==> config.mk <==
export PLATFORM = sky130hd
export DESIGN_NAME = sync_header_frame_receiver
export DESIGN_NICKNAME = d
export VERILOG_FILES = /design/src/hw/rtl/shfr_pkg.sv /design/src/hw/rtl/shfr_front.sv /design/src/hw/rtl/shfr_queue.sv /design/src/hw/rtl/shfr_back.sv /design/src/hw/rtl/sync_header_frame_receiver.sv
export SDC_FILE = /design/constraint.sdc
export NUM_CORES = 1
export LEC_CHECK = 0
export BUFFER_PORTS_ARGS = -buffer_cell sky130_fd_sc_hd__clkbuf_2
export CAP_MARGIN = 15
export CORE_UTILIZATION = 30
export DETAILED_ROUTE_END_ITERATION = 7
export PLACE_DENSITY = 0.49
export SLEW_MARGIN = 10
export SYNTH_ARGS = -nofsm -noshare
export SYNTH_HDL_FRONTEND = slang
export SYNTH_HIERARCHICAL = 1
export SYNTH_SLANG_ARGS = --single-unit
export TNS_END_PERCENT = 10
==> constraint.sdc <==
create_clock -name clock -period 3.8 [get_ports clock]
set_clock_uncertainty 0.15 [all_clocks]
set_input_delay 0.57 -clock clock [delete_from_list [all_inputs] [get_ports clock]]
set_output_delay 0.57 -clock clock [all_outputs]
set_load 0.02 [all_outputs]
==> src/hw/rtl/shfr_pkg.sv <==
// ----------------------------------------------------------------------------
// shfr_pkg: shared types and constants of the sync header frame receiver
// Register map, configuration bundle, queue command and queue status.
// ----------------------------------------------------------------------------
package shfr_pkg;

   localparam int HDR_W       = 64;
   localparam int HLEN_W      = 4;
   localparam int FLEN_W      = 11;
   localparam int BYTE_W      = 8;
   localparam int DATA_W      = 64;
   localparam int ADDR_W      = 5;
   localparam int QUEUE_DEPTH = 2;

   typedef enum logic [1:0] {
      REG_HEADER_BYTES   = 2'd0,
      REG_HEADER_LENGTH  = 2'd1,
      REG_FRAME_LENGTH   = 2'd2,
      REG_RECEIVE_ENABLE = 2'd3
   } reg_index_type;

   typedef struct packed {
      logic [HDR_W-1:0]  header_bytes;
      logic [HLEN_W-1:0] header_length;
      logic [FLEN_W-1:0] frame_length;
      logic              receive_enable;
   } cfg_type;

   // One queued unit of output work: a single payload word, or a header replay
   typedef struct packed {
      logic              is_replay;
      logic [BYTE_W-1:0] data;
      logic              last;
      logic [HLEN_W-1:0] count;
   } cmd_type;

   typedef struct packed {
      logic full;
      logic empty;
   } queue_status_type;

   function automatic logic [BYTE_W-1:0] header_byte(input logic [HDR_W-1:0] hdr,
                                                     input logic [2:0]       pos);
      header_byte = hdr[{pos, 3'b000} +: BYTE_W];
   endfunction

endpackage

==> src/hw/rtl/shfr_front.sv <==
// ----------------------------------------------------------------------------
// shfr_front: header match and frame tracking
// Accepts received words, walks the header match, counts frame words and
// queues one command per payload word or per completed header.
// ----------------------------------------------------------------------------
module shfr_front #(
   parameter int MAX_HEADER = 8,
   parameter int MAX_FRAME  = 1024
) (
   input  logic                          clock,
   input  logic                          reset,
   input  shfr_pkg::cfg_type             cfg,
   input  logic                          req_valid,
   output logic                          req_ready,
   input  logic [shfr_pkg::BYTE_W-1:0]   req_rx_byte,
   input  shfr_pkg::queue_status_type    q_status,
   output logic                          push,
   output shfr_pkg::cmd_type             push_cmd
);

   localparam int MW   = (MAX_HEADER > 1) ? $clog2(MAX_HEADER) : 1;
   localparam int HW   = $clog2(MAX_HEADER + 1);
   localparam int FCAP = (MAX_FRAME < 2047) ? MAX_FRAME : 2047;
   localparam int FW   = $clog2(FCAP + 1);

   logic [MW-1:0] matched_ff, matched_in;
   logic          in_payload_ff, in_payload_in;
   logic [FW-1:0] bytes_ff, bytes_in;
   logic [HW-1:0] hl;
   logic [HW-1:0] m1;
   logic [FW-1:0] fl;
   logic [FW-1:0] cnt_next;
   logic          accept;
   logic          mismatch;

   assign req_ready = !q_status.full;
   assign accept    = req_valid && req_ready;

   // effective lengths: zero header is one byte, both saturate at their caps
   always_comb begin
      if (cfg.header_length == '0) begin
         hl = HW'(1);
      end else if (32'(cfg.header_length) > MAX_HEADER) begin
         hl = HW'(MAX_HEADER);
      end else begin
         hl = HW'(cfg.header_length);
      end
      if (32'(cfg.frame_length) > FCAP) begin
         fl = FW'(FCAP);
      end else begin
         fl = FW'(cfg.frame_length);
      end
   end

   assign m1       = HW'(matched_ff) + HW'(1);
   assign cnt_next = bytes_ff + FW'(1);
   assign mismatch = (32'(matched_ff) >= 32'(hl)) ||
                     (req_rx_byte != shfr_pkg::header_byte(cfg.header_bytes, 3'(matched_ff)));

   always_comb begin
      matched_in         = matched_ff;
      in_payload_in      = in_payload_ff;
      bytes_in           = bytes_ff;
      push               = 1'b0;
      push_cmd.is_replay = 1'b0;
      push_cmd.data      = req_rx_byte;
      push_cmd.last      = 1'b0;
      push_cmd.count     = shfr_pkg::HLEN_W'(hl);
      if (accept && cfg.receive_enable) begin
         if (in_payload_ff) begin
            push          = 1'b1;
            push_cmd.last = (cnt_next >= fl);
            if (cnt_next >= fl) begin
               in_payload_in = 1'b0;
               bytes_in      = '0;
               matched_in    = '0;
            end else begin
               bytes_in = cnt_next;
            end
         end else if (mismatch) begin
            // drop the partial match and the word
            matched_in    = '0;
            in_payload_in = 1'b0;
            bytes_in      = '0;
         end else if (m1 < hl) begin
            matched_in = MW'(m1);
         end else begin
            push               = 1'b1;
            push_cmd.is_replay = 1'b1;
            push_cmd.last      = (32'(fl) <= 32'(hl));
            matched_in         = '0;
            if (32'(fl) <= 32'(hl)) begin
               in_payload_in = 1'b0;
               bytes_in      = '0;
            end else begin
               in_payload_in = 1'b1;
               bytes_in      = FW'(32'(hl));
            end
         end
      end
   end

   always_ff @(posedge clock) begin
      if (reset) begin
         matched_ff    <= '0;
         in_payload_ff <= 1'b0;
         bytes_ff      <= '0;
      end else begin
         matched_ff    <= matched_in;
         in_payload_ff <= in_payload_in;
         bytes_ff      <= bytes_in;
      end
   end

   a_payload_no_match: assert property (@(posedge clock) disable iff (reset)
      in_payload_ff |-> (matched_ff == '0))
      else $error("header match count nonzero during payload");

endmodule

==> src/hw/rtl/shfr_queue.sv <==
// ----------------------------------------------------------------------------
// shfr_queue: command queue between front and back
// Small register FIFO; push and pop may happen in the same cycle.
// ----------------------------------------------------------------------------
module shfr_queue (
   input  logic                       clock,
   input  logic                       reset,
   input  logic                       push,
   input  shfr_pkg::cmd_type          push_cmd,
   input  logic                       pop,
   output shfr_pkg::cmd_type          head,
   output shfr_pkg::queue_status_type q_status
);

   localparam int DEPTH = shfr_pkg::QUEUE_DEPTH;
   localparam int QAW   = (DEPTH > 1) ? $clog2(DEPTH) : 1;
   localparam int CW    = $clog2(DEPTH + 1);

   shfr_pkg::cmd_type entries_ff [DEPTH];
   logic [QAW-1:0]    rd_ptr_ff, rd_ptr_in;
   logic [QAW-1:0]    wr_ptr_ff, wr_ptr_in;
   logic [CW-1:0]     count_ff, count_in;

   assign q_status.full  = (32'(count_ff) == DEPTH);
   assign q_status.empty = (count_ff == '0);
   assign head           = entries_ff[rd_ptr_ff];

   always_comb begin
      rd_ptr_in = rd_ptr_ff;
      wr_ptr_in = wr_ptr_ff;
      count_in  = count_ff;
      if (push) begin
         wr_ptr_in = (32'(wr_ptr_ff) == DEPTH - 1) ? '0 : wr_ptr_ff + QAW'(1);
      end
      if (pop) begin
         rd_ptr_in = (32'(rd_ptr_ff) == DEPTH - 1) ? '0 : rd_ptr_ff + QAW'(1);
      end
      if (push && !pop) begin
         count_in = count_ff + CW'(1);
      end else if (pop && !push) begin
         count_in = count_ff - CW'(1);
      end
   end

   always_ff @(posedge clock) begin
      if (push) begin
         entries_ff[wr_ptr_ff] <= push_cmd;
      end
   end

   always_ff @(posedge clock) begin
      if (reset) begin
         rd_ptr_ff <= '0;
         wr_ptr_ff <= '0;
         count_ff  <= '0;
      end else begin
         rd_ptr_ff <= rd_ptr_in;
         wr_ptr_ff <= wr_ptr_in;
         count_ff  <= count_in;
      end
   end

   a_no_overflow: assert property (@(posedge clock) disable iff (reset)
      q_status.full |-> !push)
      else $error("push into full command queue");

   a_no_underflow: assert property (@(posedge clock) disable iff (reset)
      pop |-> !q_status.empty)
      else $error("pop from empty command queue");

endmodule

==> src/hw/rtl/shfr_back.sv <==
// ----------------------------------------------------------------------------
// shfr_back: result sequencer
// Drains queued commands into the output register, one word per cycle
// unless rsp_ready stalls it; a header replay steps through the header bytes.
// ----------------------------------------------------------------------------
module shfr_back (
   input  logic                          clock,
   input  logic                          reset,
   input  logic [shfr_pkg::HDR_W-1:0]    header_bytes,
   input  shfr_pkg::queue_status_type    q_status,
   input  shfr_pkg::cmd_type             head,
   output logic                          pop,
   output logic                          rsp_valid,
   input  logic                          rsp_ready,
   output logic [shfr_pkg::BYTE_W-1:0]   rsp_frame_byte,
   output logic                          rsp_frame_last
);

   logic [2:0]                  idx_ff, idx_in;
   logic                        rsp_valid_ff, rsp_valid_in;
   logic [shfr_pkg::BYTE_W-1:0] byte_ff, byte_in;
   logic                        last_ff, last_in;
   logic                        load;
   logic                        final_beat;

   assign load       = !q_status.empty && (!rsp_valid_ff || rsp_ready);
   assign final_beat = !head.is_replay ||
                       (({1'b0, idx_ff} + shfr_pkg::HLEN_W'(1)) == head.count);
   assign pop        = load && final_beat;

   always_comb begin
      idx_in       = idx_ff;
      rsp_valid_in = rsp_valid_ff && !rsp_ready;
      byte_in      = byte_ff;
      last_in      = last_ff;
      if (load) begin
         rsp_valid_in = 1'b1;
         idx_in       = final_beat ? 3'd0 : idx_ff + 3'd1;
         if (head.is_replay) begin
            byte_in = shfr_pkg::header_byte(header_bytes, idx_ff);
            last_in = final_beat && head.last;
         end else begin
            byte_in = head.data;
            last_in = head.last;
         end
      end
   end

   always_ff @(posedge clock) begin
      if (reset) begin
         idx_ff       <= '0;
         rsp_valid_ff <= 1'b0;
      end else begin
         idx_ff       <= idx_in;
         rsp_valid_ff <= rsp_valid_in;
      end
   end

   always_ff @(posedge clock) begin
      byte_ff <= byte_in;
      last_ff <= last_in;
   end

   assign rsp_valid      = rsp_valid_ff;
   assign rsp_frame_byte = byte_ff;
   assign rsp_frame_last = last_ff;

   a_replay_index: assert property (@(posedge clock) disable iff (reset)
      (idx_ff != 3'd0) |-> (!q_status.empty && head.is_replay))
      else $error("replay index active without a replay command at queue head");

endmodule

==> src/hw/rtl/sync_header_frame_receiver.sv <==
// ----------------------------------------------------------------------------
// sync_header_frame_receiver: fixed-length frame delineator on a byte stream
// One received word is accepted per cycle while the queue is not full. While
// enabled, words are matched against the configured header; on the word that
// completes it, the header is replayed as header-length result words, then
// payload words pass one per cycle unless the output stalls, until the frame
// length is reached, with frame_last on the final word. The front end
// classifies each word in the cycle it is accepted and queues a command in a
// two-entry queue; the back end emits one result word per cycle into an
// output register unless rsp_ready stalls it. A header replay occupies the
// back end for header-length words; input stalls only once the queue fills.
// ----------------------------------------------------------------------------
module sync_header_frame_receiver #(
   parameter int MAX_HEADER = 8,
   parameter int MAX_FRAME  = 1024
) (
   input  logic                          clock,
   input  logic                          reset,
   input  logic                          req_valid,
   output logic                          req_ready,
   input  logic [shfr_pkg::BYTE_W-1:0]   req_rx_byte,
   output logic                          rsp_valid,
   input  logic                          rsp_ready,
   output logic [shfr_pkg::BYTE_W-1:0]   rsp_frame_byte,
   output logic                          rsp_frame_last,
   input  logic                          psel,
   input  logic                          penable,
   input  logic                          pwrite,
   input  logic [shfr_pkg::ADDR_W-1:0]   paddr,
   input  logic [shfr_pkg::DATA_W-1:0]   pwdata,
   output logic [shfr_pkg::DATA_W-1:0]   prdata,
   output logic                          pready
);

   logic [shfr_pkg::HDR_W-1:0]  header_bytes_ff;
   logic [shfr_pkg::HLEN_W-1:0] header_length_ff;
   logic [shfr_pkg::FLEN_W-1:0] frame_length_ff;
   logic                        receive_enable_ff;
   logic                        wr_en;
   shfr_pkg::reg_index_type     reg_index;
   shfr_pkg::cfg_type           cfg;
   shfr_pkg::queue_status_type  q_status;
   shfr_pkg::cmd_type           push_cmd;
   shfr_pkg::cmd_type           head;
   logic                        push;
   logic                        pop;

   assign pready    = 1'b1;
   assign wr_en     = psel && penable && pwrite && pready;
   assign reg_index = shfr_pkg::reg_index_type'(paddr[4:3]);

   always_ff @(posedge clock) begin
      if (reset) begin
         header_bytes_ff   <= '0;
         header_length_ff  <= shfr_pkg::HLEN_W'(1);
         frame_length_ff   <= shfr_pkg::FLEN_W'(1);
         receive_enable_ff <= 1'b0;
      end else if (wr_en) begin
         case (reg_index)
            shfr_pkg::REG_HEADER_BYTES: begin
               header_bytes_ff <= pwdata;
            end
            shfr_pkg::REG_HEADER_LENGTH: begin
               header_length_ff <= pwdata[shfr_pkg::HLEN_W-1:0];
            end
            shfr_pkg::REG_FRAME_LENGTH: begin
               frame_length_ff <= pwdata[shfr_pkg::FLEN_W-1:0];
            end
            shfr_pkg::REG_RECEIVE_ENABLE: begin
               receive_enable_ff <= pwdata[0];
            end
            default: begin
            end
         endcase
      end
   end

   always_comb begin
      case (reg_index)
         shfr_pkg::REG_HEADER_BYTES:   prdata = header_bytes_ff;
         shfr_pkg::REG_HEADER_LENGTH:  prdata = shfr_pkg::DATA_W'(header_length_ff);
         shfr_pkg::REG_FRAME_LENGTH:   prdata = shfr_pkg::DATA_W'(frame_length_ff);
         shfr_pkg::REG_RECEIVE_ENABLE: prdata = shfr_pkg::DATA_W'(receive_enable_ff);
         default:                      prdata = '0;
      endcase
   end

   assign cfg.header_bytes   = header_bytes_ff;
   assign cfg.header_length  = header_length_ff;
   assign cfg.frame_length   = frame_length_ff;
   assign cfg.receive_enable = receive_enable_ff;

   shfr_front #(
      .MAX_HEADER (MAX_HEADER),
      .MAX_FRAME  (MAX_FRAME)
   ) u_front (
      .clock       (clock),
      .reset       (reset),
      .cfg         (cfg),
      .req_valid   (req_valid),
      .req_ready   (req_ready),
      .req_rx_byte (req_rx_byte),
      .q_status    (q_status),
      .push        (push),
      .push_cmd    (push_cmd)
   );

   shfr_queue u_queue (
      .clock    (clock),
      .reset    (reset),
      .push     (push),
      .push_cmd (push_cmd),
      .pop      (pop),
      .head     (head),
      .q_status (q_status)
   );

   shfr_back u_back (
      .clock          (clock),
      .reset          (reset),
      .header_bytes   (header_bytes_ff),
      .q_status       (q_status),
      .head           (head),
      .pop            (pop),
      .rsp_valid      (rsp_valid),
      .rsp_ready      (rsp_ready),
      .rsp_frame_byte (rsp_frame_byte),
      .rsp_frame_last (rsp_frame_last)
   );

endmodule
==> results of run 1 <==
-- cells in the mapped netlist (all sizes together), types with 2 or more instances --
library cell,n
a211oi,3
a21o,4
a21oi,28
a22oi,5
a311o,4
a31oi,6
and2,59
and2b,2
and3,11
buf,49
clkbuf,27
dfxtp,104
edfxtp,37
ha,26
inv,18
mux2,16
mux2i,69
mux4,24
nand2,33
nand2b,98
nand3,10
nand3b,3
nand4,8
nand4b,54
nor2,45
nor2b,9
nor3,7
nor3b,2
nor4,3
o21a,4
o21ai,70
o22ai,5
or3,2
xnor2,10
xor2,12
-- placed cells by master (no fill, tap or decap), types with 12 or more instances in the layout --
cell,count
sky130_fd_sc_hd__nand4b_1,54
sky130_fd_sc_hd__xor2_1,12
sky130_fd_sc_hd__ha_1,26
sky130_fd_sc_hd__mux2_2,16
sky130_fd_sc_hd__clkbuf_2,154
sky130_fd_sc_hd__buf_4,23
sky130_fd_sc_hd__edfxtp_1,37
sky130_fd_sc_hd__clkbuf_16,17
sky130_fd_sc_hd__a21oi_1,25
sky130_fd_sc_hd__nand2b_1,98
sky130_fd_sc_hd__inv_1,18
sky130_fd_sc_hd__mux2i_1,69
sky130_fd_sc_hd__dfxtp_1,104
sky130_fd_sc_hd__nand2_1,33
sky130_fd_sc_hd__mux4_2,24
sky130_fd_sc_hd__nor2_1,44
sky130_fd_sc_hd__and2_1,58
sky130_fd_sc_hd__o21ai_0,61
-- registers in the layout (all words and copies together), names as in the netlist, 2 cells and up, named ones only --
register and cells:
frame_length_ff 11, header_bytes_ff 64, header_length_ff 4, u_back/idx_ff 3
u_back/rsp_frame_byte 8, u_front/bytes_ff 11, u_front/matched_ff 3, u_queue/count_ff 2
u_queue/entries_ff 28
-- where the power goes --
part,total [mW],leakage [nW],switching [mW],internal [mW]
Clock,1.79,0.299,0.692,1.10
Combinational,0.229,2.47,0.131,0.0976
Sequential,1.56,1.16,0.0157,1.55
-- layer usage --
metal | track usage | vias up | wire, um
met4 | 0.0558 | 0 | 414
met2 | 0.265 | 171 | 11700
met3 | 0.0371 | 20 | 1080
li1 | - | 3399 | -
met5 | 0 | - | 0
met1 | 0.248 | 3330 | 12500
-- cell type report --
class,count,area [sq um],share of cell area
Multi-Input combinational cell,645,4910,0.478
Sequential cell,141,3190,0.311
Timing Repair Buffer,180,1000,0.0977
Tap cell,378,473,0.0461
Clock buffer,18,429,0.0418
Clock inverter,14,191,0.0186
Inverter,19,71.3,0.00694
-- final timing paths --
check                                                          end  depth (start not counted)                          startpoint
worst max-delay path              u_queue/count_ff[1]$_SDFFE_PP0P_                         13  u_front/matched_ff[1]$_SDFFE_PP0P_
worst min-delay path            u_queue/entries_ff[1][9]$_DFFE_PP_                          1                      req_rx_byte[4]
worst max register to register    u_queue/count_ff[1]$_SDFFE_PP0P_                         13  u_front/matched_ff[1]$_SDFFE_PP0P_
worst min register to register   u_front/bytes_ff[10]$_SDFFE_PP0P_                          2   u_front/bytes_ff[10]$_SDFFE_PP0P_
-- metrics by stage --
stage,total power [mW],worst slack [ns]
floorplan,1.74,0.285
global placement,1.83,0.482
detailed placement,1.83,0.473
CTS,3.63,0.456
global route,3.72,0.208
finish,3.59,0.496
-- cells by family after synthesis --
group	after synthesis	share of synthesized area
buffers and inverters	95	0.0658
AO/OA/AOI/OAI	138	0.0938
multiplexers	109	0.163
adder cells (fa/ha/maj)	26	0.0375
AND/OR/NAND/NOR	349	0.249
flip-flops	141	0.368
XOR/XNOR	22	0.0222
other	1	0.000432
-- critical path, stage by stage, from the launching register on --
cell,delay (ns)
sky130_fd_sc_hd__dfxtp_1,0.30
sky130_fd_sc_hd__buf_4,0.32
sky130_fd_sc_hd__ha_1,0.33
sky130_fd_sc_hd__ha_1,0.27
sky130_fd_sc_hd__nor2b_1,0.13
sky130_fd_sc_hd__o21ai_0,0.15
sky130_fd_sc_hd__nand2b_1,0.08
sky130_fd_sc_hd__a21oi_1,0.22
sky130_fd_sc_hd__nor2_1,0.12
sky130_fd_sc_hd__a21oi_2,0.20
sky130_fd_sc_hd__nor2_1,0.11
sky130_fd_sc_hd__ha_1,0.36
sky130_fd_sc_hd__or3_1,0.35
sky130_fd_sc_hd__a21oi_1,0.13
==> impl_summary.txt, run 1 <==
----------------------------------------------------
[Final layout]
  Net total in the final layout ... 1114
  Share of post-route cells with drive strength above 1 ... 0.258
  Core Util, Final ... 0.366
  Area grow syn2layout ... 18.4%
  Fill count ... 2977
  Final non-filler cell total ... 1395
  Final instance area ... 10300 sq um
  Antenna fix cells ... 0

[Power]
  Areal power density over the cells ... approximately 350 nW/um^2
  Worst ir drop on vdd ... approximately 0.00026 V
  Leakage power total ... between 3 and 4 nW

[Critical path]
  Worst endpoint required time ... between 3 and 4 ns
  Startpoint-to-endpoint class of the critical path ... reg -> reg
  Peak fanout along the critical path ... 23
  Arrival time at the worst endpoint ... between 3 and 4 ns
  Endpoint type of the worst setup path ... flop
  Flop-to-flop setup slack ... 0.50 ns
  Element type at the critical path start ... flop

[Timing]
  Worst slew margin relative to its limit ... 0.476
  Final setup TNS ... 0 ns
  Min Hold Slack ... approximately 0.23 ns
  Tightest Pin Transition ... around 0.8 ns
  Minimum clock period ... 3.30 ns
  Max Clk Rate ... between 300 and 400 MHz
  Final-report setup violation count ... 0
  Max-slew violation count ... 0
  Unrepaired setup endpoints after global routing ... no
  Final cycle utilization of the critical path ... 0.869
  Final Hold Viols ... 0

[Placement]
  Placer congestion estimate ... approximately 0.8
  DP HPWL ... between 15 and 20 mm
  Number of buffer cells added on primary ports ... approximately 160
  # placed instances ... roughly 1400
  Placement Cell Area ... ~9600 sq um

[Floorplanning]
  Core footprint ... roughly 28000 sq um
  I/O Pins ... 160
  Width of the die ... 172 um
  Die H ... 172 um
  Total die area ... around 30000 sq um
  Starting density of the core ... 0.309
  Std cell rows ... 61

[Drt]
  DR DRC count ... 0
  Detail-routed via count per cell ... just under 5
  Vias after detailed routing ... 6920
  Number of detailed-routing iterations run before antenna repair ... 5
  Final routed wire length divided by cell count ... ~18 um
  Total wire length ... between 20 and 30 mm
  Remaining number of nets flagged by the antenna check after routing ... 0
  DRC marker count from the first detailed-route iteration ... 515

[Status]
  Result of the run ... finished, final reports clean

[Clock tree]
  Root buffer cell ... sky130_fd_sc_hd__clkbuf_16
  Number of buffers inserted by post-CTS setup repair ... 0
  Clock tree from TritonCTS ... done
  Largest buffer count on any clock path ... 2
  Hold buffers post-CTS ... 0
  # clock sinks ... about 140
  TritonCTS buffer count ... 17
  Clk Latency, worst-skew pair ... about 0.43 ns
  Gates resized, CTS repair ... 0
  Reg clk slew, reported paths ... 0.06 ns
  Depth of the CTS H-tree ... 4

[Logic synthesis]
  Sequential area share after synthesis ... 0.368
  Dominant synthesized flop cell ... sky130_fd_sc_hd__dfxtp_1
  Seq cells post-synth ... 141
  Synthesized Nets ... about 990
  Largest area contributor in the netlist ... sky130_fd_sc_hd__dfxtp_1
  Netlist cell types ... just over 60
  Post-Syn Instances ... ~880
  Average footprint of a synthesized cell ... 9.84 sq um
  Proportion of register bits with asynchronous set or reset after synthesis ... 0
  Number of synthesis warnings ... 6
  Share of the synthesized area in the top cell type ... 0.240
  Synth area leaders ... sky130_fd_sc_hd__dfxtp_1, sky130_fd_sc_hd__edfxtp_1, sky130_fd_sc_hd__mux2i_1
  EDFF count, synth ... 37
  Syn Std Cell Area ... roughly 8700 sq um

[Global route]
  Leftover overflow at the end of global routing ... 0
  Largest net degree at the start of global routing ... about 110
  Global-route wire length before repair ... 38.6 mm
  Overall fraction of global-route tracks in use ... 0.176
  Number of antenna violations at the first check in global routing ... 0
  Via count of the first global-routing pass ... 6493

[Job]
  Max cap viols ... 0

[Hold path]
  Tightest Hold Check Type ... in -> reg

----------------------------------------------------
No activity file was read; power rests on OpenSTA's default activity.
==> run 2: changes to the inputs <==
--- a/config.mk
+++ b/config.mk
@@ -9,7 +9,6 @@
 export CAP_MARGIN = 15
 export CORE_UTILIZATION = 30
 export DETAILED_ROUTE_END_ITERATION = 7
-export PLACE_DENSITY = 0.49
 export SLEW_MARGIN = 10
 export SYNTH_ARGS = -nofsm -noshare
 export SYNTH_HDL_FRONTEND = slang
==> impl_summary.txt, run 2 (synthesis gave the netlist of run 1 again) <==
----------------------------------------------------
[Critical path]
  Peak fanout along the critical path ... 25 (+8.7%)
  Endpoint of the worst setup timing path ... u_queue/count_ff[1]$_SDFFE_PP0P_
  Most common cell type on the critical path ... sky130_fd_sc_hd__a21oi_2
  Slowest stage cell on the critical path ... sky130_fd_sc_hd__mux4_2
  Endpoint type of the worst setup path ... flop
  R2r endpoint ... u_queue/count_ff[1]$_SDFFE_PP0P_
  Startpoint-to-endpoint class of the critical path ... reg -> reg
  Slowest Stage Delay on Critical Path ... 0.51 ns (+0.15 ns)
  CP Cell Sequence ... buf_12 -> mux4_2 -> and2_1 -> a21oi_2 -> xnor2_1 -> nor4_4 -> a21oi_2 -> nor2_1 -> ha_1 -> or3_1 -> a21oi_1
  Element type at the critical path start ... flop
  Worst endpoint required time ... 4.01 ns (+0.02 ns)
  Start point of the critical path ... u_front/matched_ff[0]$_SDFFE_PP0P_
  Arrival time at the worst endpoint ... 3.49 ns (about the same)
  Flop-to-flop setup slack ... 0.52 ns (+0.03 ns)
  Depth of the worst register-to-register path ... 11 (-2)
  Critical register-to-register path startpoint ... u_front/matched_ff[0]$_SDFFE_PP0P_

[Drt]
  Number of detailed-routing iterations run before antenna repair ... 5 (unchanged)
  Vias after detailed routing ... 6985 (+0.94%)
  DRC marker count from the first detailed-route iteration ... 632 (+23%)
  Total wire length ... 24.8 mm (-3.8%)
  Remaining number of nets flagged by the antenna check after routing ... 0 (unchanged)
  Final routed wire length divided by cell count ... 17.9 um (-3.3%)
  Detail-routed via count per cell ... 5.03 (+1.4%)
  DR DRC count ... 0 (unchanged)

[Timing]
  Max Clk Rate ... 305 MHz (+0.82%)
  Max-slew violation count ... 0 (unchanged)
  Minimum clock period ... 3.28 ns (-0.0269 ns)
  Worst slew margin relative to its limit ... 0.415 (-0.0610)
  Final cycle utilization of the critical path ... 0.862 (-0.00709)
  Final Worst Setup Slack ... 0.523 ns (+0.0269 ns)
  Unrepaired setup endpoints after global routing ... no
  Final Hold Viols ... 0 (unchanged)
  Final-report setup violation count ... 0 (unchanged)
  Tightest Pin Transition ... 0.876 ns (+0.0913 ns)
  Final setup TNS ... 0 ns (unchanged)
  Min Hold Slack ... 0.222 ns (-0.00804 ns)

[Floorplanning]
  I/O Pins ... 160 (unchanged)
  Std cell rows ... 61 (unchanged)
  Width of the die ... 172 um (unchanged)
  Starting density of the core ... 0.309 (unchanged)
  Total die area ... 29600 sq um (unchanged)
  Core footprint ... 28100 sq um (unchanged)
  Die H ... 172 um (unchanged)

[Global route]
  Leftover overflow at the end of global routing ... 0 (unchanged)
  Via count of the first global-routing pass ... 6532 (+0.60%)
  Number of antenna violations at the first check in global routing ... 1 (+1)
  Global-route wire length before repair ... 37.9 mm (-1.9%)
  Largest net degree at the start of global routing ... 106 (-1.9%)
  Overall fraction of global-route tracks in use ... 0.170 (-0.00546)

[Clock tree]
  Clk Latency, worst-skew pair ... 0.44 ns (about the same)
  # clock sinks ... 141 (unchanged)
  TritonCTS buffer count ... 17 (unchanged)
  Root buffer cell ... sky130_fd_sc_hd__clkbuf_16
  Clock tree from TritonCTS ... done
  Hold buffers post-CTS ... 0 (unchanged)
  Number of buffers inserted by post-CTS setup repair ... 0 (unchanged)
  Depth of the CTS H-tree ... 4 (unchanged)
  Reg clk slew, reported paths ... 0.06 ns (about the same)
  Gates resized, CTS repair ... 0 (unchanged)
  Largest buffer count on any clock path ... 2 (unchanged)

[Final layout]
  Commonest non-fill, non-tap cells in the layout ... sky130_fd_sc_hd__clkbuf_2, sky130_fd_sc_hd__dfxtp_1, sky130_fd_sc_hd__nand2b_1
  Net total in the final layout ... 1108 (-0.54%)
  Leading cell type in the layout, fill and taps excluded ... sky130_fd_sc_hd__clkbuf_2
  Most flop-heavy register ... header_bytes_ff
  Largest registers ... header_bytes_ff (64), u_queue/entries_ff (28)
  Share of post-route cells with drive strength above 1 ... 0.253 (-0.00441)
  Antenna fix cells ... 0 (unchanged)
  Max reg flops ... 64 (unchanged)
  Area grow syn2layout ... 17.6%

[Placement]
  Placer congestion estimate ... 0.837 (+2.5%)
  DP HPWL ... 18.4 mm (-1.8%)
  Number of buffer cells added on primary ports ... 155 (unchanged)
  Worst slack at placement ... 0.557 ns (+0.0839 ns)

[Status]
  Result of the run ... finished, final reports clean

[Power]
  Areal power density over the cells ... 340 nW/um^2 (-2.7%)
  Worst ir drop on vdd ... 0.000188 V (-27%)
  Leakage power total ... 3.87 nW (-1.4%)

[Hold path]
  Tightest Hold Check Type ... in -> reg

[Job]
  Max cap viols ... 0 (unchanged)

----------------------------------------------------
-- run 2: final cells by class --
type                            count  area (sq um)
Fill cell                        2934         17900
Multi-Input combinational cell    645          4910
Sequential cell                   141          3190
Timing Repair Buffer              174           971
Tap cell                          378           473
Clock buffer                       17           425
Clock inverter                     15           159
Inverter                           19          71.3
-- run 2: metrics by stage --
stage          std cells  utilization  cell area (sq um)  power (mW)
2_1_floorplan        881            -               8670        1.74
3_3_place_gp        1357        0.342               9620        1.82
3_5_place_dp        1357        0.342               9620        1.82
4_1_cts             1389        0.363              10200        3.49
5_1_grt             1389        0.363              10200        3.57
6_report            1389        0.363              10200        3.47
-- run 2: critical path: cells and delay by family, from the launching register on --
family                   cells  cell delay, ns
AO/OA/AOI/OAI                3            0.40
XOR/XNOR                     1            0.14
adder cells (fa/ha/maj)      1            0.31
buffers and inverters        1            0.20
flip-flops                   1            0.36
multiplexers                 1            0.51
AND/OR/NAND/NOR              4            1.12
-- run 2: metal layers --
layer | track usage | part of all wire | wire (um)
met1 | 0.239 | 0.47 | 11700
met2 | 0.250 | 0.44 | 10900
met3 | 0.0362 | 0.059 | 1470
met4 | 0.0735 | 0.030 | 745
met5 | 0 | 0 | 0
-- run 2: how the worst min path moves through the flow --
stage                                 startpoint                             endpoint  slack, ns  cells past startpoint
2_1_floorplan   header_bytes_ff[19]$_SDFFE_PP0P_     header_bytes_ff[19]$_SDFFE_PP0P_       0.31                      2
3_3_place_gp   u_front/bytes_ff[10]$_SDFFE_PP0P_    u_front/bytes_ff[10]$_SDFFE_PP0P_       0.32                      2
3_5_place_dp    header_bytes_ff[44]$_SDFFE_PP0P_     header_bytes_ff[44]$_SDFFE_PP0P_       0.35                      2
4_1_cts                           req_rx_byte[5]  u_queue/entries_ff[1][10]$_DFFE_PP_       0.20                      1
5_1_grt                           req_rx_byte[5]  u_queue/entries_ff[1][10]$_DFFE_PP_       0.22                      1
6_report                          req_rx_byte[5]  u_queue/entries_ff[1][10]$_DFFE_PP_       0.22                      1
-- run 2: where the power goes --
part	leakage, nW	internal, mW	switching, mW
combinational	2.44	0.0961	0.127
sequential	1.16	1.55	0.0161
clock	0.274	0.974	0.705
